<file path="src/hw/rtl/bitmap_first_fit_block_allocator_assert.svh">
// Assertion macros for the allocator RTL, included by bffa_back.
// Each macro checks on the rising edge of clock and is off while reset is high.
// Define NO_ASSERTIONS to compile every check away.
`ifndef BITMAP_FIRST_FIT_BLOCK_ALLOCATOR_ASSERT_SVH
`define BITMAP_FIRST_FIT_BLOCK_ALLOCATOR_ASSERT_SVH
`ifndef NO_ASSERTIONS
// antecedent implies consequent in the same cycle
`define BFFA_ASSERT_SAME(lbl, ante, cons, msg) \
   lbl: assert property (@(posedge clock) disable iff (reset) (ante) |-> (cons)) else $error(msg);
// antecedent implies consequent in the next cycle
`define BFFA_ASSERT_NEXT(lbl, ante, cons, msg) \
   lbl: assert property (@(posedge clock) disable iff (reset) (ante) |=> (cons)) else $error(msg);
`else
`define BFFA_ASSERT_SAME(lbl, ante, cons, msg)
`define BFFA_ASSERT_NEXT(lbl, ante, cons, msg)
`endif
`endif

</file>
<file path="src/hw/rtl/bffa_pkg.sv">
// Shared types and constants for the bitmap first-fit block allocator.
// No dependencies; used by every module of the block.
`timescale 1ns / 1ps

package bffa_pkg;

   // field widths of the stream payloads
   localparam int unsigned CMD_W      = 1;
   localparam int unsigned SIZE_W     = 14;
   localparam int unsigned START_W    = 9;
   localparam int unsigned COUNT_W    = 10;
   localparam int unsigned STATUS_W   = 2;
   localparam int unsigned REQ_DATA_W = 40;
   localparam int unsigned RSP_DATA_W = 24;
   localparam int unsigned REQ_PAD_W  = REQ_DATA_W - SIZE_W - START_W - COUNT_W;
   localparam int unsigned RSP_PAD_W  = RSP_DATA_W - START_W - COUNT_W;

   // wide enough for any block number or start+count sum (map up to 4096)
   localparam int unsigned CMP_W    = 13;
   // ceil(size/16) + BLOCK_SIZE - 1 stays below 2048
   localparam int unsigned NUM_W    = 11;
   // block count of an allocate, at most 1024
   localparam int unsigned NEED_W   = 11;
   // reciprocal scaling for the divide by BLOCK_SIZE
   localparam int unsigned RECIP_SH = 19;
   localparam int unsigned RECIP_W  = RECIP_SH + 1;

   // map memory row: 8 blocks per word
   localparam int unsigned ROW_BITS = 8;
   localparam int unsigned ROW_SH   = 3;

   localparam int unsigned QUEUE_DEPTH = 2;

   typedef enum logic {
      CMD_ALLOC = 1'b0,
      CMD_FREE  = 1'b1
   } cmd_type;

   typedef enum logic [STATUS_W-1:0] {
      ST_ALLOCATED  = 2'd0,
      ST_NO_SPACE   = 2'd1,
      ST_FREED      = 2'd2,
      ST_FREE_RANGE = 2'd3
   } status_type;

   // job kinds after classification in the front end
   typedef enum logic [1:0] {
      OP_ALLOC    = 2'd0,
      OP_FREE     = 2'd1,
      OP_FREE_BAD = 2'd2
   } op_type;

   typedef struct packed {
      op_type               op;
      logic [NEED_W-1:0]    need;
      logic [START_W-1:0]   start;
      logic [COUNT_W-1:0]   count;
   } job_type;

   typedef enum logic [2:0] {
      BK_CLEAR  = 3'd0,
      BK_IDLE   = 3'd1,
      BK_SCAN   = 3'd2,
      BK_MOD_RD = 3'd3,
      BK_MOD_WR = 3'd4,
      BK_RESULT = 3'd5
   } back_state_type;

endpackage

</file>
<file path="src/hw/rtl/bitmap_first_fit_block_allocator.sv">
// Bitmap first-fit allocator: an occupancy map of NUM_BLOCKS blocks, held
// eight blocks to a memory row. After reset the engine clears the map row by
// row and starts no job until that sweep is done, though up to three request
// transactions are still accepted and held. Each job is picked up from the
// queue in the idle state, and its response register is loaded in the result
// state. An allocate scans the map one row per cycle from the memory read
// port until the first fitting run is found, then marks the run with a read
// and a write of each row it touches (at most 33 rows for the largest
// request). A free clears its run the same way; a rejected or empty free
// touches no row. The engine waits in its result state while an earlier
// response still waits on rsp_tready. Up to three requests wait in the front
// stage and job queue while the engine works.
// Depends on bffa_pkg, bffa_front, bffa_queue and bffa_back.
`timescale 1ns / 1ps

module bitmap_first_fit_block_allocator #(
   parameter int unsigned NUM_BLOCKS = 512,
   parameter int unsigned BLOCK_SIZE = 4
) (
   input  logic                               clock,
   input  logic                               reset,
   input  logic                               req_tvalid,
   output logic                               req_tready,
   // request_size[13:0], start_block[22:14], block_count[32:23], zero pad
   input  logic [bffa_pkg::REQ_DATA_W-1:0]    req_tdata,
   // cmd[0]
   input  logic [bffa_pkg::CMD_W-1:0]         req_tuser,
   output logic                               rsp_tvalid,
   input  logic                               rsp_tready,
   // alloc_start[8:0], alloc_count[18:9], zero pad
   output logic [bffa_pkg::RSP_DATA_W-1:0]    rsp_tdata,
   // status[1:0]
   output logic [bffa_pkg::STATUS_W-1:0]      rsp_tuser
);

   logic                fr_job_valid, fr_job_ready;
   bffa_pkg::job_type   fr_job;
   logic                bk_job_valid, bk_job_ready;
   bffa_pkg::job_type   bk_job;

   bffa_front #(
      .NUM_BLOCKS (NUM_BLOCKS),
      .BLOCK_SIZE (BLOCK_SIZE)
   ) u_front (
      .clock      (clock),
      .reset      (reset),
      .req_tvalid (req_tvalid),
      .req_tready (req_tready),
      .req_tdata  (req_tdata),
      .req_tuser  (req_tuser),
      .job_valid  (fr_job_valid),
      .job_ready  (fr_job_ready),
      .job        (fr_job)
   );

   bffa_queue u_queue (
      .clock      (clock),
      .reset      (reset),
      .push_valid (fr_job_valid),
      .push_ready (fr_job_ready),
      .push_job   (fr_job),
      .pop_valid  (bk_job_valid),
      .pop_ready  (bk_job_ready),
      .pop_job    (bk_job)
   );

   bffa_back #(
      .NUM_BLOCKS (NUM_BLOCKS)
   ) u_back (
      .clock      (clock),
      .reset      (reset),
      .job_valid  (bk_job_valid),
      .job_ready  (bk_job_ready),
      .job        (bk_job),
      .rsp_tvalid (rsp_tvalid),
      .rsp_tready (rsp_tready),
      .rsp_tdata  (rsp_tdata),
      .rsp_tuser  (rsp_tuser)
   );

endmodule

</file>
<file path="src/hw/rtl/bffa_front.sv">
// Front end: takes request transactions, computes the block count of an
// allocate and range-checks a free. Depends on bffa_pkg.
`timescale 1ns / 1ps

module bffa_front #(
   parameter int unsigned NUM_BLOCKS = 512,
   parameter int unsigned BLOCK_SIZE = 4
) (
   input  logic                               clock,
   input  logic                               reset,
   input  logic                               req_tvalid,
   output logic                               req_tready,
   // request_size, start_block, block_count, zero pad (low bit first)
   input  logic [bffa_pkg::REQ_DATA_W-1:0]    req_tdata,
   // cmd
   input  logic [bffa_pkg::CMD_W-1:0]         req_tuser,
   output logic                               job_valid,
   input  logic                               job_ready,
   output bffa_pkg::job_type                  job
);

   localparam int unsigned RECIP  = ((2 ** bffa_pkg::RECIP_SH) + BLOCK_SIZE - 1) / BLOCK_SIZE;
   localparam int unsigned PROD_W = bffa_pkg::NUM_W + bffa_pkg::RECIP_W;

   logic                               stg_vld_ff, stg_vld_in;
   bffa_pkg::cmd_type                  stg_cmd_ff;
   logic [bffa_pkg::NUM_W-1:0]         stg_num_ff;
   logic [bffa_pkg::START_W-1:0]       stg_start_ff;
   logic [bffa_pkg::COUNT_W-1:0]       stg_count_ff;

   logic [bffa_pkg::SIZE_W-1:0]        req_size;
   logic [bffa_pkg::START_W-1:0]       req_start;
   logic [bffa_pkg::COUNT_W-1:0]       req_count;
   logic [bffa_pkg::NUM_W-1:0]         num_in;
   logic                               req_take;
   logic [PROD_W-1:0]                  prod;
   logic [bffa_pkg::CMP_W-1:0]         free_end;

   // unpack the request payload
   assign req_size  = req_tdata[bffa_pkg::SIZE_W-1:0];
   assign req_start = req_tdata[bffa_pkg::SIZE_W+bffa_pkg::START_W-1:bffa_pkg::SIZE_W];
   assign req_count = req_tdata[bffa_pkg::SIZE_W+bffa_pkg::START_W+bffa_pkg::COUNT_W-1:
                                bffa_pkg::SIZE_W+bffa_pkg::START_W];

   // ceil(size/(16*B)) = ceil(ceil(size/16)/B); numerator for the divide by B
   assign num_in = bffa_pkg::NUM_W'((({1'b0, req_size}) + 15'd15) >> 4)
                 + bffa_pkg::NUM_W'(BLOCK_SIZE - 1);

   assign req_tready = !stg_vld_ff || job_ready;
   assign req_take   = req_tvalid && req_tready;
   assign stg_vld_in = req_take || (stg_vld_ff && !job_ready);

   always_ff @(posedge clock) begin
      if (reset) begin
         stg_vld_ff <= 1'b0;
      end else begin
         stg_vld_ff <= stg_vld_in;
      end
   end

   // stage register, loaded on each accepted transaction
   always_ff @(posedge clock) begin
      if (req_take) begin
         stg_cmd_ff   <= bffa_pkg::cmd_type'(req_tuser[0]);
         stg_num_ff   <= num_in;
         stg_start_ff <= req_start;
         stg_count_ff <= req_count;
      end
   end

   // divide by BLOCK_SIZE through an exact reciprocal multiply
   assign prod     = PROD_W'(stg_num_ff) * PROD_W'(RECIP);
   assign free_end = bffa_pkg::CMP_W'(stg_start_ff) + bffa_pkg::CMP_W'(stg_count_ff);

   // classify and hand the job to the queue
   always_comb begin
      job.need  = bffa_pkg::NEED_W'(prod >> bffa_pkg::RECIP_SH);
      job.start = stg_start_ff;
      job.count = stg_count_ff;
      if (stg_cmd_ff == bffa_pkg::CMD_ALLOC) begin
         job.op = bffa_pkg::OP_ALLOC;
      end else if (free_end > bffa_pkg::CMP_W'(NUM_BLOCKS)) begin
         job.op = bffa_pkg::OP_FREE_BAD;
      end else begin
         job.op = bffa_pkg::OP_FREE;
      end
   end

   assign job_valid = stg_vld_ff;

endmodule

</file>
<file path="src/hw/rtl/bffa_queue.sv">
// Short job queue between the front end and the map engine.
// Depends on bffa_pkg for the job type and depth.
`timescale 1ns / 1ps

module bffa_queue (
   input  logic                clock,
   input  logic                reset,
   input  logic                push_valid,
   output logic                push_ready,
   input  bffa_pkg::job_type   push_job,
   output logic                pop_valid,
   input  logic                pop_ready,
   output bffa_pkg::job_type   pop_job
);

   localparam int unsigned PTR_W = $clog2(bffa_pkg::QUEUE_DEPTH);
   localparam int unsigned CNT_W = $clog2(bffa_pkg::QUEUE_DEPTH + 1);

   bffa_pkg::job_type     entries_ff [bffa_pkg::QUEUE_DEPTH];
   logic [PTR_W-1:0]      wr_ptr_ff, wr_ptr_in;
   logic [PTR_W-1:0]      rd_ptr_ff, rd_ptr_in;
   logic [CNT_W-1:0]      count_ff, count_in;
   logic                  push, pop;

   assign push_ready = (count_ff != CNT_W'(bffa_pkg::QUEUE_DEPTH));
   assign pop_valid  = (count_ff != '0);
   assign push       = push_valid && push_ready;
   assign pop        = pop_valid && pop_ready;
   assign pop_job    = entries_ff[rd_ptr_ff];

   // pointer and fill count update
   always_comb begin
      wr_ptr_in = push ? wr_ptr_ff + 1'b1 : wr_ptr_ff;
      rd_ptr_in = pop  ? rd_ptr_ff + 1'b1 : rd_ptr_ff;
      count_in  = count_ff;
      if (push && !pop) begin
         count_in = count_ff + 1'b1;
      end else if (pop && !push) begin
         count_in = count_ff - 1'b1;
      end
   end

   always_ff @(posedge clock) begin
      if (reset) begin
         wr_ptr_ff <= '0;
         rd_ptr_ff <= '0;
         count_ff  <= '0;
      end else begin
         wr_ptr_ff <= wr_ptr_in;
         rd_ptr_ff <= rd_ptr_in;
         count_ff  <= count_in;
      end
   end

   always_ff @(posedge clock) begin
      if (push) begin
         entries_ff[wr_ptr_ff] <= push_job;
      end
   end

endmodule

</file>
<file path="src/hw/rtl/bffa_back.sv">
// Map engine: owns the occupancy memory, runs the first-fit scan, marks and
// clears runs, and holds the response register. Depends on bffa_pkg and the assertion macro header.
`timescale 1ns / 1ps
`include "bitmap_first_fit_block_allocator_assert.svh"

module bffa_back #(
   parameter int unsigned NUM_BLOCKS = 512
) (
   input  logic                               clock,
   input  logic                               reset,
   input  logic                               job_valid,
   output logic                               job_ready,
   input  bffa_pkg::job_type                  job,
   output logic                               rsp_tvalid,
   input  logic                               rsp_tready,
   // alloc_start, alloc_count, zero pad (low bit first)
   output logic [bffa_pkg::RSP_DATA_W-1:0]    rsp_tdata,
   // status
   output logic [bffa_pkg::STATUS_W-1:0]      rsp_tuser
);

   localparam int unsigned NUM_ROWS = (NUM_BLOCKS + bffa_pkg::ROW_BITS - 1) / bffa_pkg::ROW_BITS;
   localparam int unsigned ROW_W    = (NUM_ROWS > 1) ? $clog2(NUM_ROWS) : 1;
   localparam int unsigned BLK_W    = $clog2(NUM_BLOCKS);
   localparam int unsigned RUN_W    = $clog2(NUM_BLOCKS + 1);
   localparam logic [ROW_W-1:0]          LAST_ROW = ROW_W'(NUM_ROWS - 1);
   localparam logic [bffa_pkg::CMP_W-1:0] NUM_CMP = bffa_pkg::CMP_W'(NUM_BLOCKS);

   // occupancy memory, one bit per block
   logic [bffa_pkg::ROW_BITS-1:0]    map_mem [NUM_ROWS];

   bffa_pkg::back_state_type         state_ff, state_in;
   logic [ROW_W-1:0]                 row_ptr_ff, row_ptr_in;
   logic [ROW_W-1:0]                 last_row_ff, last_row_in;
   logic [ROW_W-1:0]                 scan_ptr_ff, scan_ptr_in;
   logic                             rd_vld_ff, rd_vld_in;
   logic [ROW_W-1:0]                 rd_row_ff;
   logic [bffa_pkg::ROW_BITS-1:0]    rd_data_ff;
   logic [RUN_W-1:0]                 run_len_ff, run_len_in;
   logic [BLK_W-1:0]                 run_start_ff, run_start_in;
   logic [bffa_pkg::NEED_W-1:0]      need_ff, need_in;
   logic [BLK_W-1:0]                 lo_ff, lo_in;
   logic [BLK_W-1:0]                 hi_ff, hi_in;
   logic                             set_ff, set_in;
   bffa_pkg::status_type             res_status_ff, res_status_in;
   logic [BLK_W-1:0]                 res_start_ff, res_start_in;
   logic [bffa_pkg::NEED_W-1:0]      res_count_ff, res_count_in;
   logic                             out_vld_ff, out_vld_in;
   bffa_pkg::status_type             out_status_ff, out_status_in;
   logic [bffa_pkg::START_W-1:0]     out_start_ff, out_start_in;
   logic [bffa_pkg::COUNT_W-1:0]     out_count_ff, out_count_in;

   logic                             mem_we;
   logic [ROW_W-1:0]                 mem_wr_addr;
   logic [bffa_pkg::ROW_BITS-1:0]    mem_wr_data;
   logic [ROW_W-1:0]                 mem_rd_addr;

   logic                             scan_hit;
   logic [BLK_W-1:0]                 scan_hit_start;
   logic [RUN_W-1:0]                 scan_len;
   logic [BLK_W-1:0]                 scan_start;
   logic [bffa_pkg::ROW_BITS-1:0]    row_mask;
   logic [bffa_pkg::ROW_BITS-1:0]    mod_data;
   logic                             out_free;
   logic [BLK_W-1:0]                 free_hi;
   logic [BLK_W-1:0]                 alloc_hi;

   // map memory: one write and one registered read per cycle
   always_ff @(posedge clock) begin
      if (mem_we) begin
         map_mem[mem_wr_addr] <= mem_wr_data;
      end
      rd_data_ff <= map_mem[mem_rd_addr];
   end

   // first-fit step over one row: extend or restart the current free run
   always_comb begin
      logic [RUN_W-1:0]          len;
      logic [BLK_W-1:0]          st;
      logic [bffa_pkg::CMP_W-1:0] pos;
      logic                      used;
      len            = run_len_ff;
      st             = run_start_ff;
      scan_hit       = 1'b0;
      scan_hit_start = '0;
      for (int j = 0; j < bffa_pkg::ROW_BITS; j++) begin
         pos  = (bffa_pkg::CMP_W'(rd_row_ff) << bffa_pkg::ROW_SH) + bffa_pkg::CMP_W'(j);
         // blocks past the end of the map count as used
         used = rd_data_ff[j] || (pos >= NUM_CMP);
         if (!scan_hit) begin
            if (used) begin
               len = '0;
            end else begin
               if (len == '0) begin
                  st = BLK_W'(pos);
               end
               len = len + 1'b1;
               if (bffa_pkg::CMP_W'(len) >= bffa_pkg::CMP_W'(need_ff)) begin
                  scan_hit       = 1'b1;
                  scan_hit_start = st;
               end
            end
         end
      end
      scan_len   = len;
      scan_start = st;
   end

   // bits of the current row that fall inside [lo, hi]
   always_comb begin
      logic [bffa_pkg::CMP_W-1:0] pos;
      for (int b = 0; b < bffa_pkg::ROW_BITS; b++) begin
         pos = (bffa_pkg::CMP_W'(row_ptr_ff) << bffa_pkg::ROW_SH) + bffa_pkg::CMP_W'(b);
         row_mask[b] = (pos >= bffa_pkg::CMP_W'(lo_ff)) && (pos <= bffa_pkg::CMP_W'(hi_ff));
      end
   end

   assign mod_data = set_ff ? (rd_data_ff | row_mask) : (rd_data_ff & ~row_mask);
   assign out_free = !out_vld_ff || rsp_tready;
   assign free_hi  = BLK_W'(bffa_pkg::CMP_W'(job.start) + bffa_pkg::CMP_W'(job.count) - 1'b1);
   assign alloc_hi = BLK_W'(bffa_pkg::CMP_W'(scan_hit_start) + bffa_pkg::CMP_W'(need_ff) - 1'b1);

   // next state
   always_comb begin
      state_in = state_ff;
      unique case (state_ff)
         bffa_pkg::BK_CLEAR: begin
            if (row_ptr_ff == LAST_ROW) begin
               state_in = bffa_pkg::BK_IDLE;
            end
         end
         bffa_pkg::BK_IDLE: begin
            if (job_valid) begin
               unique case (job.op)
                  bffa_pkg::OP_ALLOC: state_in = bffa_pkg::BK_SCAN;
                  bffa_pkg::OP_FREE: begin
                     state_in = (job.count == '0) ? bffa_pkg::BK_RESULT : bffa_pkg::BK_MOD_RD;
                  end
                  default: state_in = bffa_pkg::BK_RESULT;
               endcase
            end
         end
         bffa_pkg::BK_SCAN: begin
            if (rd_vld_ff) begin
               if (scan_hit) begin
                  state_in = (need_ff == '0) ? bffa_pkg::BK_RESULT : bffa_pkg::BK_MOD_RD;
               end else if (rd_row_ff == LAST_ROW) begin
                  state_in = bffa_pkg::BK_RESULT;
               end
            end
         end
         bffa_pkg::BK_MOD_RD: state_in = bffa_pkg::BK_MOD_WR;
         bffa_pkg::BK_MOD_WR: begin
            state_in = (row_ptr_ff == last_row_ff) ? bffa_pkg::BK_RESULT : bffa_pkg::BK_MOD_RD;
         end
         bffa_pkg::BK_RESULT: begin
            if (out_free) begin
               state_in = bffa_pkg::BK_IDLE;
            end
         end
         default: state_in = bffa_pkg::BK_IDLE;
      endcase
   end

   // datapath and memory control
   always_comb begin
      row_ptr_in    = row_ptr_ff;
      last_row_in   = last_row_ff;
      scan_ptr_in   = scan_ptr_ff;
      rd_vld_in     = 1'b0;
      run_len_in    = run_len_ff;
      run_start_in  = run_start_ff;
      need_in       = need_ff;
      lo_in         = lo_ff;
      hi_in         = hi_ff;
      set_in        = set_ff;
      res_status_in = res_status_ff;
      res_start_in  = res_start_ff;
      res_count_in  = res_count_ff;
      out_vld_in    = out_vld_ff && !rsp_tready;
      out_status_in = out_status_ff;
      out_start_in  = out_start_ff;
      out_count_in  = out_count_ff;
      job_ready     = 1'b0;
      mem_we        = 1'b0;
      mem_wr_addr   = row_ptr_ff;
      mem_wr_data   = '0;
      mem_rd_addr   = row_ptr_ff;
      unique case (state_ff)
         bffa_pkg::BK_CLEAR: begin
            // post-reset sweep: every block free
            mem_we = 1'b1;
            if (row_ptr_ff != LAST_ROW) begin
               row_ptr_in = row_ptr_ff + 1'b1;
            end
         end
         bffa_pkg::BK_IDLE: begin
            job_ready = 1'b1;
            if (job_valid) begin
               need_in      = job.need;
               res_start_in = '0;
               res_count_in = '0;
               unique case (job.op)
                  bffa_pkg::OP_ALLOC: begin
                     scan_ptr_in  = '0;
                     run_len_in   = '0;
                     run_start_in = '0;
                  end
                  bffa_pkg::OP_FREE: begin
                     res_status_in = bffa_pkg::ST_FREED;
                     lo_in         = BLK_W'(job.start);
                     hi_in         = free_hi;
                     row_ptr_in    = ROW_W'(BLK_W'(job.start) >> bffa_pkg::ROW_SH);
                     last_row_in   = ROW_W'(free_hi >> bffa_pkg::ROW_SH);
                     set_in        = 1'b0;
                  end
                  default: res_status_in = bffa_pkg::ST_FREE_RANGE;
               endcase
            end
         end
         bffa_pkg::BK_SCAN: begin
            // one row read issued per cycle, its data registered before the scan step uses it
            mem_rd_addr = scan_ptr_ff;
            rd_vld_in   = 1'b1;
            if (scan_ptr_ff != LAST_ROW) begin
               scan_ptr_in = scan_ptr_ff + 1'b1;
            end
            if (rd_vld_ff) begin
               run_len_in   = scan_len;
               run_start_in = scan_start;
               if (scan_hit) begin
                  res_status_in = bffa_pkg::ST_ALLOCATED;
                  res_start_in  = scan_hit_start;
                  res_count_in  = need_ff;
                  lo_in         = scan_hit_start;
                  hi_in         = alloc_hi;
                  row_ptr_in    = ROW_W'(scan_hit_start >> bffa_pkg::ROW_SH);
                  last_row_in   = ROW_W'(alloc_hi >> bffa_pkg::ROW_SH);
                  set_in        = 1'b1;
               end else if (rd_row_ff == LAST_ROW) begin
                  res_status_in = bffa_pkg::ST_NO_SPACE;
                  res_start_in  = '0;
                  res_count_in  = '0;
               end
            end
         end
         bffa_pkg::BK_MOD_RD: begin
            mem_rd_addr = row_ptr_ff;
         end
         bffa_pkg::BK_MOD_WR: begin
            // read-modify-write of one row
            mem_we      = 1'b1;
            mem_wr_data = mod_data;
            if (row_ptr_ff != last_row_ff) begin
               row_ptr_in = row_ptr_ff + 1'b1;
            end
         end
         bffa_pkg::BK_RESULT: begin
            if (out_free) begin
               out_vld_in    = 1'b1;
               out_status_in = res_status_ff;
               out_start_in  = bffa_pkg::START_W'(res_start_ff);
               out_count_in  = bffa_pkg::COUNT_W'(res_count_ff);
            end
         end
         default: begin
         end
      endcase
   end

   always_ff @(posedge clock) begin
      if (reset) begin
         state_ff   <= bffa_pkg::BK_CLEAR;
         row_ptr_ff <= '0;
         rd_vld_ff  <= 1'b0;
         out_vld_ff <= 1'b0;
      end else begin
         state_ff   <= state_in;
         row_ptr_ff <= row_ptr_in;
         rd_vld_ff  <= rd_vld_in;
         out_vld_ff <= out_vld_in;
      end
   end

   always_ff @(posedge clock) begin
      last_row_ff   <= last_row_in;
      scan_ptr_ff   <= scan_ptr_in;
      rd_row_ff     <= scan_ptr_ff;
      run_len_ff    <= run_len_in;
      run_start_ff  <= run_start_in;
      need_ff       <= need_in;
      lo_ff         <= lo_in;
      hi_ff         <= hi_in;
      set_ff        <= set_in;
      res_status_ff <= res_status_in;
      res_start_ff  <= res_start_in;
      res_count_ff  <= res_count_in;
      out_status_ff <= out_status_in;
      out_start_ff  <= out_start_in;
      out_count_ff  <= out_count_in;
   end

   // response ports
   assign rsp_tvalid = out_vld_ff;
   assign rsp_tdata  = {{bffa_pkg::RSP_PAD_W{1'b0}}, out_count_ff, out_start_ff};
   assign rsp_tuser  = out_status_ff;

   `BFFA_ASSERT_SAME(a_wr_after_rd, state_ff == bffa_pkg::BK_MOD_WR, $past(state_ff) == bffa_pkg::BK_MOD_RD, "row write without a preceding read")
   `BFFA_ASSERT_SAME(a_wr_row_range, state_ff == bffa_pkg::BK_MOD_WR, row_ptr_ff <= last_row_ff, "row write past the end of the run")
   `BFFA_ASSERT_SAME(a_rsp_from_result, $rose(out_vld_ff), $past(state_ff) == bffa_pkg::BK_RESULT, "response appeared outside the result step")

endmodule

</file>
<file path="config.mk">
export PLATFORM = sky130hd
export DESIGN_NAME = bitmap_first_fit_block_allocator
export DESIGN_NICKNAME = d
export VERILOG_FILES = /design/src/hw/rtl/bffa_pkg.sv /design/src/hw/rtl/bitmap_first_fit_block_allocator.sv /design/src/hw/rtl/bffa_front.sv /design/src/hw/rtl/bffa_queue.sv /design/src/hw/rtl/bffa_back.sv
export VERILOG_INCLUDE_DIRS = /design/src /design/src/hw/rtl
export SDC_FILE = /design/constraint.sdc
export NUM_CORES = 1
export LEC_CHECK = 0
export BUFFER_PORTS_ARGS = -buffer_cell sky130_fd_sc_hd__buf_2
export CAP_MARGIN = 20
export CELL_PAD_IN_SITES_DETAIL_PLACEMENT = 1
export CELL_PAD_IN_SITES_GLOBAL_PLACEMENT = 1
export CORE_ASPECT_RATIO = 1.25
export CORE_MARGIN = 4
export CORE_UTILIZATION = 30
export CTS_BUF_LIST = sky130_fd_sc_hd__clkbuf_2 sky130_fd_sc_hd__clkbuf_4 sky130_fd_sc_hd__clkbuf_8
export DETAILED_ROUTE_END_ITERATION = 10
export GPL_TIMING_DRIVEN = 0
export HOLD_SLACK_MARGIN = 0.02
export PLACE_DENSITY = 0.58
export RECOVER_POWER = 100
export SKIP_LAST_GASP = 1
export SYNTH_ARGS = -nofsm -noshare
export SYNTH_HDL_FRONTEND = slang
export SYNTH_SLANG_ARGS = --single-unit
</file>
<file path="constraint.sdc">
create_clock -name clock -period 26.6 [get_ports clock]
set_clock_uncertainty 0.2 [all_clocks]
set_input_delay 5.32 -clock clock [delete_from_list [all_inputs] [get_ports clock]]
set_output_delay 5.32 -clock clock [all_outputs]
set_load 0.01 [all_outputs]
</file>
Word-level counts from Yosys, hierarchy flattened
Memories as Yosys holds them, arrays and structs flattened. A register that Yosys moved wholly into a read port is not among the register bits.
Cells that the tools add are included.
W data, S select, Z words.

operators by class
  add/subtract/negate cells = 35
  multiply operators = 0
  divide/modulo/power cells = 0
  magnitude comparators = 33
  equal/unequal tests = 25
  shift operators = 0
  mux-type cells = 175
  bitwise gates (word level) = 3
  reduce and logical (&&, ||, !) cells = 58

operators with widths
  cell                     number
  $mux W9                  68
  $mux W10                 22
  $ge A13 B10 Y1 const B   7
  $ge A13 B9 Y1            7
  $le A13 B9 Y1            7
  $logic_not A10 Y1        9
  $ge A10 B11 Y1           8
  $mux W6                  14
  $add A10 B1 Y10 const B  8
  $add A9 B3 Y10 const B   8
  $pmux W9 S2              4
  $add A9 B2 Y10 const B   4
  $pmux W10 S2             2
  $mux W1                  38
  $mux W3                  9
  $pmux W6 S2              2
  $pmux W6 S4              1
  $add A9 B1 Y10 const B   2
  $add A9 B9 Y9            2
  $ne A2 B1 Y1 const B     9
  $pmux W3 S6              1
  $sub A9 B1 Y9 const B    2
  $mux W2                  8
  $mux W8                  2
  40 further kinds         85

storage, ports and cells
  register bits = 156
  latch bits = 0
  bits in writable memories = 572
  memory bits (read-only) = 0
  input port bits = 45
  memories kept = 2

memories
  name                depth  bits a word  read ports  clocked after memory_dff  write ports  RTL line          source
  u_back.map_mem      64     8            1           1                         1            bffa_back.sv:30   logic [bffa_pkg::ROW_BITS-1:0] map_mem [NUM_ROWS];
  u_queue.entries_ff  2      30           1           1                         1            bffa_queue.sv:19  bffa_pkg::job_type entries_ff [bffa_pkg::QUEUE_DEPTH];

Depth between registers and ports, before layout
Gate-level depths: netlist of the first run.

  depth in word-level cells = 37
  gate-level depth with buffers = 87
  depth with buffers taken out = 83

Cells and area by module
Synthesis of the first run repeated with hierarchy kept, for this count alone.

unflattened totals
  cells, all modules = 2863
  area, all modules = 37762.5 um2

modules (own cells, without submodules)
  module      instances  cells an instance  area each (um2)  seq. area each (um2)
  bffa_back   1          2609               33662.3          18788.0
  bffa_queue  1          124                2524.9           2021.9
  bffa_front  1          130                1575.3           890.9

Least setup slack after synthesis of the first run
OpenSTA, ideal clock, no wires.

  kind = register to register
  start point = register u_back.run_len_ff[0]
  end point = register u_back.hi_ff[8], data pin
  setup time = 0.269 ns
  arrival time = 13.589 ns
  required time = 26.131 ns
  path slack = 12.542 ns
  cell stages (with the launch flop) = 77
  cells stage by stage = edfxtp_1 > ha_1 > buf_2 > nand3_1 > o21a_1 > nor2_1 > inv_2 > ha_1 > a211oi_1 > o211a_1 > o31a_1 > o21a_2 > o21ai_1 > a21oi_2 > inv_2 > ha_1 > and2_1 > mux2_2 > (+41 left out) > inv_1 > a211oi_1 > o31ai_2 > and2_1 > buf_4 > a21oi_1 > ha_1 > inv_1 > ha_1 > a21o_1 > a21oi_1 > o21bai_1 > a21oi_1 > o21bai_1 > a21oi_1 > xnor2_1 > xnor2_1 > a21oi_1

on the way
  cells in the longest elaborated chain, start to end = 37
  elaborated cells on any way between the ends = 113
  classes of those cells = 10 x add/sub; 8 x order compare; 87 x mux; 8 x reduce/logical

RTL lines
  item                                                                      RTL line          source
  start, declared                                                           bffa_back.sv:39   logic [RUN_W-1:0] run_len_ff, run_len_in;
  start signal, assigned                                                    bffa_back.sv:289  run_len_ff <= run_len_in;
  parallel branches: the longest is 31 deep, another holds $add A10 B1 Y10  -
  $mux W9 (*)                                                               bffa_back.sv:90   if (!scan_hit) begin
  $add A9 B9 Y9 (*)                                                         bffa_back.sv:121  assign alloc_hi = BLK_W'(bffa_pkg::CMP_W'(scan_hit_start) + bffa_pkg::CMP_W'(need_ff) - 1'b1);
  $sub A9 B1 Y9 (*)                                                         bffa_back.sv:121
  $mux W9 (*)                                                               bffa_back.sv:231  if (scan_hit) begin
  $mux W9 (*)                                                               bffa_back.sv:228  if (rd_vld_ff) begin
  $pmux W9 S2 (*)                                                           bffa_back.sv:189  unique case (state_ff)
  named net u_back.hi_in[8]                                                 bffa_back.sv:43   logic [BLK_W-1:0] hi_ff, hi_in;
  end signal, assigned                                                      bffa_back.sv:293  hi_ff <= hi_in;
  end, declared                                                             bffa_back.sv:43

Mark *: on every way through the listed nets, which the timed path passes. The select of a mux whose other input is x is not followed.
A chain may end at the register's enable or synchronous reset.

Worst setup path after layout of the first run
Same ends and word-level chain as after synthesis.

==> reports/metrics.yaml, run 1 <==
status: "complete, but fails checks"
failed_checks: "max-capacitance violations, max-slew violations"
synth_area_um2: 37760
cts_sinks: 725
p_switching_mw: 0.7196
overflow: 0
synthDistinctLibCells: 126
grt_util_all_layers_pct: 18.19
fin_ws_ns: 6.803
drtPass1Iterations: 7
numPortBuffers: 58
layout_common_cells: "694 x edfxtp_1, 248 x nor2_1, 203 x nand2_1"
r2r_end: "u_back.hi_ff[8]"
layout_commonest_cell: "edfxtp_1"
rsz0062_at_grt: "no"
timing.fmax_ghz: 0.05051
drt_iter0_markers: 1794
cap_violations: 13
setup_viol: 0
hold_path_end: "u_back.out_count_ff[1]"
clk_latency_ns: 0.78
cp-start-kind: "register"
rrSetupSlack_ns: 6.80
hpwl_um: 90600
ant_nets: 0
relSlewSlack_pct: -75.21
async_flop_share_pct: 0
vdd_drop_max_uv: 47.69
clk_pin_slew_ns: 0.06
rows: 145
hold_class: "reg2reg"
period_needed_ns: 19.80
drc: 0
post_cts_resized: 0
antenna_found_initial: 2
dieArea_um2: 131700
hp-start: "u_back.res_count_ff[1]"
seq_power_share_pct: 48.1
p_leak_nw: 14.00
core_um2: 125000
synth_seq_area_share_pct: 56.83
cpPeakStageDelay_ns: 0.71
hold_depth: 0
ctsHtreeMaxLevel: 3
finalHoldViolations: 0
yosysWarnings: 0
fin_nets: 3314
worst_setup_path_end_kind: "register"
path_max_fanout: 10
wl_um: 121000
placed_area_um2: 40630
vias: 25730
cp.arrival_ns: 20.10
worst_path_most_repeated_cell: "o21ai_0"
worst_r2r_path_depth: 74
post_cts_buffers: 0
syn_area_per_cell_um2: 12.90
drv_slew: 404
crit_required_ns: 26.90
die_w_um: 325.3
via_per_inst: 5.321
swShare_pct: 27.39
cts_root_buffer: "clkbuf_8"
whs_ns: 0.2187
place_ws_ns: 7.664
start_util_pct: 30.21
powerDensity_nw_per_um2: 61.92
pwr-share-clk_pct: 36.4
numCtsBuffers: 110
cp_slowest_cell: "o21ai_0"
reg2reg_from: "u_back.run_len_ff[0]"
place.gp.congestion: 0.8823
stdcell_area_um2: 42430
io_pins: 73
cts.path.max_buffers: 3
tightest_slew_ns: 2.619
synth_edf_count: 694
grt_pass1_vias: 27330
synthToLayoutAreaGrowth_pct: 12.37
fin_crit_sh_pct: 74.43
wl_per_cell_um: 25.01
critPathKind: "reg2reg"
drive_gt1_share_pct: 14.85
power_frac_comb_pct: 15.5
synth_cells: 2927
synth_seq_cells: 725
grt_pass1_wl_um: 180100
tritoncts: "built"
cts.hold.buffers_added: 0
die_y_um: 404.7
ys.flop_type: "edfxtp_1"
fin_tns_setup_ns: 0
grt_max_degree: 37
power.internal_mw: 1.908
==> power by group through the flow <==
stage / Clock (mW) / Combinational, mW / Sequential [mW]
after floorplan: 0 / 0.280 / 1.28
after global placement: 0 / 0.404 / 1.29
after detailed placement: 0 / 0.410 / 1.29
after CTS: 0.984 / 0.412 / 1.26
after global routing: 1.04 / 0.449 / 1.26
final: 0.957 / 0.406 / 1.26
==> area by class of cell <==
class                      instances  area, um2
antenna                            1      2.502
clock buffer                     161       1959
inverter                         132      495.5
clock inverter                    45      330.3
sequential                       725      21460
fill                           13510      82570
tap                             1617       2023
multi-input combinational       1938      15180
timing repair buffer              80      384.1
buffer                           137      601.8
==> stage by stage <==
step,util [%],power (mW),cells
after detailed placement,32.51,1.698,4629
after floorplan,-,1.561,2932
after global placement,32.08,1.691,4607
after global routing,33.95,2.754,4836
final,33.95,2.627,4836
after CTS,34.34,2.660,4835
==> worst max-delay path by stage <==
stage / from / to / slack (ns) / cells after the start
after floorplan: u_back.run_len_ff[0] / u_back.hi_ff[8] / 12.54 / 76
after global placement: u_back.rd_data_ff[0] / u_back.hi_ff[8] / 7.71 / 77
after detailed placement: u_back.rd_data_ff[0] / u_back.hi_ff[8] / 7.66 / 77
after CTS: u_back.rd_data_ff[0] / u_back.hi_ff[8] / 7.63 / 77
after global routing: u_back.run_len_ff[0] / u_back.hi_ff[8] / 5.37 / 74
final: u_back.run_len_ff[0] / u_back.hi_ff[8] / 6.80 / 74
==> worst max-delay path: cells and delay by family, from the launching register on <==
family	cells	cell delay (ns)
xor gates and xnor gates	4	0.78
buffers and inverters	8	1.86
DFF	1	0.62
muxes	1	0.33
and+or+nand+nor	12	2.47
adders and majority gates	10	2.89
AOI/OAI and AO/OA	39	10.31
==> sequential cells by signal, summed over array words and instances (netlist names), 8 cells and up, named ones only <==
name,flops
u_back.map_mem,512
u_queue.entries_ff,60
u_back.run_len_ff,10
u_front.stg_count_ff,10
u_back.hi_ff,9
u_back.lo_ff,9
u_back.need_ff,9
u_back.out_count_ff,9
u_back.out_start_ff,9
u_back.res_count_ff,9
u_back.res_start_ff,9
u_back.run_start_ff,9
u_front.stg_num_ff,9
u_front.stg_start_ff,9
u_back.rd_data_ff,8
==> Yosys cell counts (18+ instances only) <==
master	n	area share [%]
clkbuf_1	86	0.85
mux2i_1	56	1.5
a311oi_1	18	0.42
a31oi_1	36	0.60
nand2b_1	29	0.48
o21ai_0	88	1.2
inv_1	122	1.2
nor2b_1	22	0.36
a211oi_1	68	1.4
a21o_1	31	0.62
nand4_1	30	0.50
edfxtp_1	694	55
buf_1	20	0.20
or3_1	27	0.45
xnor2_1	64	1.5
dfxtp_1	31	1.6
nor3_1	43	0.57
nor4_1	21	0.35
and3_1	28	0.46
ha_1	142	4.7
xor2_1	23	0.53
nand3_1	74	0.98
nand2_1	203	2.0
and2_1	55	0.91
a21oi_1	145	1.9
nor2_1	248	2.5
mux4_2	128	7.6
o21bai_1	18	0.36
mux2_2	18	0.54
==> cell families after synthesis <==
group                      Yosys count  share of synthesized area, %
adders and majority gates          146                         4.890
other                                1                      0.009930
AOI/OAI and AO/OA                  655                         12.59
buffers and inverters              269                         2.926
and+or+nand+nor                    839                         10.97
muxes                              205                         9.761
DFF                                725                         56.83
xor gates and xnor gates            87                         2.018
==> routing by layer <==
layer  routed length (um)  GRT usage, %  share of wire (%)  vias to the layer above
met1                49180         21.81                 41                    13200
met3                 4116         2.060                3.4                      186
met5                    0             0                  0                        -
li1                     -             -                  -                    11790
met4                 4604         7.196                3.8                        0
met2                63060         33.31                 52                      556
Note: power is estimated with default switching activity, not from simulation.
==> run 2, diff against run 1 <==
ABC_AREA = 1   (was not set)
PLACE_DENSITY = 0.59   (was 0.58)
clock period = 19.4 ns   (was 26.6 ns; I/O delays follow)
==> run 2 against run 1 <==
Effect of this change:
- the flow still finishes with violations (max-capacitance violations, max-slew violations)
- largest power group unchanged
- sequential cell count stayed put
- core utilization increased by 0.41 points
- clock power grew 57%
- sequential share of layout area grew 1.5 points
- first-iteration DRC count up 20%
- die area decreased by 4.0%
- critical path depth rose by 18
- maximum frequency grew 26%
- setup slack got worse by 3.2 ns
- sequential power grew 37%
==> reports/metrics.yaml, run 2 <==
layout_commonest_cell: "edfxtp_1"
post_cts_resized: 0  # unchanged
synth_fa_ha_area_share_pct: 5.072  # +0.18 points
yosys.area.top_type: "edfxtp_1"
worst_path_most_repeated_cell: "nand2_1"
whs_ns: 0.2156  # -0.003034 ns
synth_seq_area_share_pct: 59.27  # +2.4 points
cp.arrival_ns: 16.12  # -3.98 ns
overflow: 0  # unchanged
crit_required_ns: 19.76  # -7.14 ns
syn_area_per_cell_um2: 10.22  # -21%
synth_seq_cells: 725  # unchanged
grt_pass1_vias: 28900  # +5.7%
largest_reg_flops: 512  # unchanged
drt_iter0_markers: 2145  # +20%
dieArea_um2: 126400  # -4.0%
status: "complete, but fails checks"
cts_root_buffer: "clkbuf_8"
timing.critical_path.buf_inv: 11  # +3
hold_depth: 0  # unchanged
fin_ws_ns: 3.643  # -3.160 ns
via_per_inst: 5.158  # -3.1%
wl_per_cell_um: 23.62  # -5.5%
failed_checks: "max-capacitance violations, max-slew violations"
hpwl_um: 93420  # +3.1%
drive_gt1_share_pct: 9.262  # -5.6 points
numCtsBuffers: 131  # +19%
ctsHtreeMaxLevel: 4  # +1
clk_pin_slew_ns: 0.06  # about the same
drv_slew: 267  # -34%
finalHoldViolations: 0  # unchanged
io_pins: 73  # unchanged
drc: 0  # unchanged
cts.path.max_buffers: 3  # unchanged
tritoncts: "built"
numPortBuffers: 59  # +1.7%
reg2reg_from: "u_back.run_len_ff[1]"
p_leak_nw: 15.89  # +14%
dp.cells: 5223  # +13%
grt_util_all_layers_pct: 19.91  # +1.7 points
antenna_found_initial: 4  # +2
place_ws_ns: 5.013  # -2.651 ns
synth_top_family_by_area: "simple AND/OR/NAND/NOR gates"
largest_register: "u_back.map_mem"
clk_latency_ns: 0.83  # +0.05 ns
fin_tns_setup_ns: 0  # unchanged
r2r_end: "u_back.hi_ff[8]"
fin_nets: 3969  # +20%
yosysWarnings: 0  # unchanged
synthDistinctLibCells: 62  # -51%
cpPeakStageDelay_ns: 0.61  # -0.10 ns
synth_top_area_share_pct: 57.55  # +2.4 points
relSlewSlack_pct: -83.29  # -8.1 points
instances_no_fill: 5463  # +13%
synth.most_common_cell: "edfxtp_1"
grt_pass1_wl_um: 187800  # +4.3%
fillers: 13790  # +2.0%
wl_um: 129100  # +6.7%
ant_nets: 0  # unchanged
crit_family: "simple AND/OR/NAND/NOR gates"
synth_edf_count: 694  # unchanged
rows: 142  # -2.1%
worst_setup_path_end_kind: "register"
die_y_um: 396.4  # -2.0%
post_cts_buffers: 0  # unchanged
power.total_mw: 3.735  # +42%
cts.hold.buffers_added: 0  # unchanged
largest_registers: "u_back.map_mem: 512 flops, u_queue.entries_ff: 60 flops"
vias: 28180  # +9.5%
powerDensity_nw_per_um2: 90.64  # +46%
cap_violations: 10  # -3
yosys.area_share.simple_pct: 16.80  # +5.8 points
layout_common_cells: "694 x edfxtp_1, 523 x nor2_1, 500 x nand2_1"
cp_slowest_cell: "a2111oi_0"
synth_xor_area_share_pct: 0.6047  # -1.4 points
ys.flop_type: "edfxtp_1"
die_w_um: 318.7  # -2.0%
timing.fmax_ghz: 0.06346  # +26%
synth_area_leaders: "edfxtp_1 58%, nor2_1 5.4%, nand2_1 5.1%, ha_1 4.9%, o21ai_0 4.6%"
hp-start: "u_back.res_start_ff[4]"
place.gp.congestion: 0.8880  # +0.65%
period_needed_ns: 15.76  # -4.040 ns
cts_sinks: 725  # unchanged
fin_crit_sh_pct: 81.22  # +6.8 points
worst_r2r_path_depth: 92  # +24%
rrSetupSlack_ns: 3.64  # -3.16 ns
start_util_pct: 30.19  # about the same
tightest_slew_ns: 2.749  # +0.1309 ns
synth-compound-area-share_pct: 12.21  # -0.38 points
path_max_fanout: 10  # unchanged
synth_mux_area_share_pct: 0.6081  # -9.2 points
synth_area_um2: 36210  # -4.1%
critPathKind: "reg2reg"
core_um2: 119900  # -4.1%
drtPass1Iterations: 5  # -2
hold_path_end: "u_back.out_start_ff[4]"
ys_top_cells_by_count: "694 x edfxtp_1, 519 x nor2_1, 490 x nand2_1, 335 x o21ai_0, 322 x inv_1"
synth_cells: 3544  # +21%
hold_class: "reg2reg"
vdd_drop_max_uv: 63.98  # +34%
async_flop_share_pct: 0  # unchanged
grt_max_degree: 36  # -2.7%
cp-start-kind: "register"
rsz0062_at_grt: "no"
synthToLayoutAreaGrowth_pct: 13.79
setup_viol: 0  # unchanged
==> run 2: cell types whose count changed in the layout (fill, tap and decap cells not counted), sizes merged, moves of 59 or more <==
cell	before	now
o21ai	105	364
nand3	76	217
o211ai	16	83
nor2	248	546
clkbuf	300	376
mux4	128	0
nand2	205	537
inv	135	353
o221ai	6	66
xnor2	64	5
a211oi	71	5
==> run 2: metrics by stage <==
step | cell area, um2 | util (%)
final | 41200 | 34.36
after detailed placement | 39190 | 32.68
after global placement | 38510 | 32.11
after CTS | 41870 | 34.92
after global routing | 41200 | 34.35
after floorplan | 36230 | -
==> run 2: cells by family (layout without fill, tap and decap cells) <==
| logic type | count (synthesis) | count (layout) |
|---|---|---|
| AO/OA/AOI/OAI | 730 | 730 |
| XOR/XNOR | 25 | 25 |
| adder cells (fa/ha/maj) | 145 | 145 |
| buffers and inverters | 502 | 829 |
| flip-flops | 725 | 725 |
| multiplexers | 22 | 22 |
| other | 1 | 9 |
| AND/OR/NAND/NOR | 1394 | 1394 |
==> run 2: worst max path at each step <==
| stage | startpoint | to | slack [ns] | cells after the start |
|---|---|---|---|---|
| final | u_back.run_len_ff[1] | u_back.hi_ff[8] | 3.64 | 92 |
| after global routing | u_back.run_len_ff[1] | u_back.hi_ff[8] | 1.84 | 89 |
| after CTS | u_back.run_len_ff[0] | u_back.hi_ff[8] | 5.02 | 95 |
| after detailed placement | u_back.run_len_ff[0] | u_back.hi_ff[8] | 5.01 | 95 |
| after global placement | u_back.run_len_ff[0] | u_back.hi_ff[8] | 5.09 | 95 |
| after floorplan | u_back.run_len_ff[0] | u_back.hi_ff[8] | 7.71 | 95 |
==> run 2: layer usage <==
layer | wire [um] | global-route usage [%]
met1 | 51590 | 23.79
met4 | 4658 | 7.521
met5 | 13 | 0
met3 | 6773 | 3.127
met2 | 66020 | 35.99
==> run 2: layout make-up <==
| type | instances | area (um2) | area share (%) |
|---|---|---|---|
| flip-flops and latches | 725 | 21460 | 52.08 |
| plain buffers | 145 | 609.3 | 1.479 |
| diodes | 3 | 7.507 | 0.01822 |
| multi-input cells | 2322 | 12720 | 30.87 |
| inverters | 357 | 1340 | 3.252 |
| clock buffers | 181 | 2191 | 5.317 |
| clock inverters | 49 | 488.0 | 1.184 |
| well taps | 1584 | 1982 | 4.810 |
| repair buffers | 97 | 404.1 | 0.9808 |
==> run 2: power breakdown <==
part	internal, mW	switching, mW	total [mW]
Clock	0.851	0.654	1.50
Combinational	0.140	0.360	0.500
Sequential	1.72	0.0140	1.73
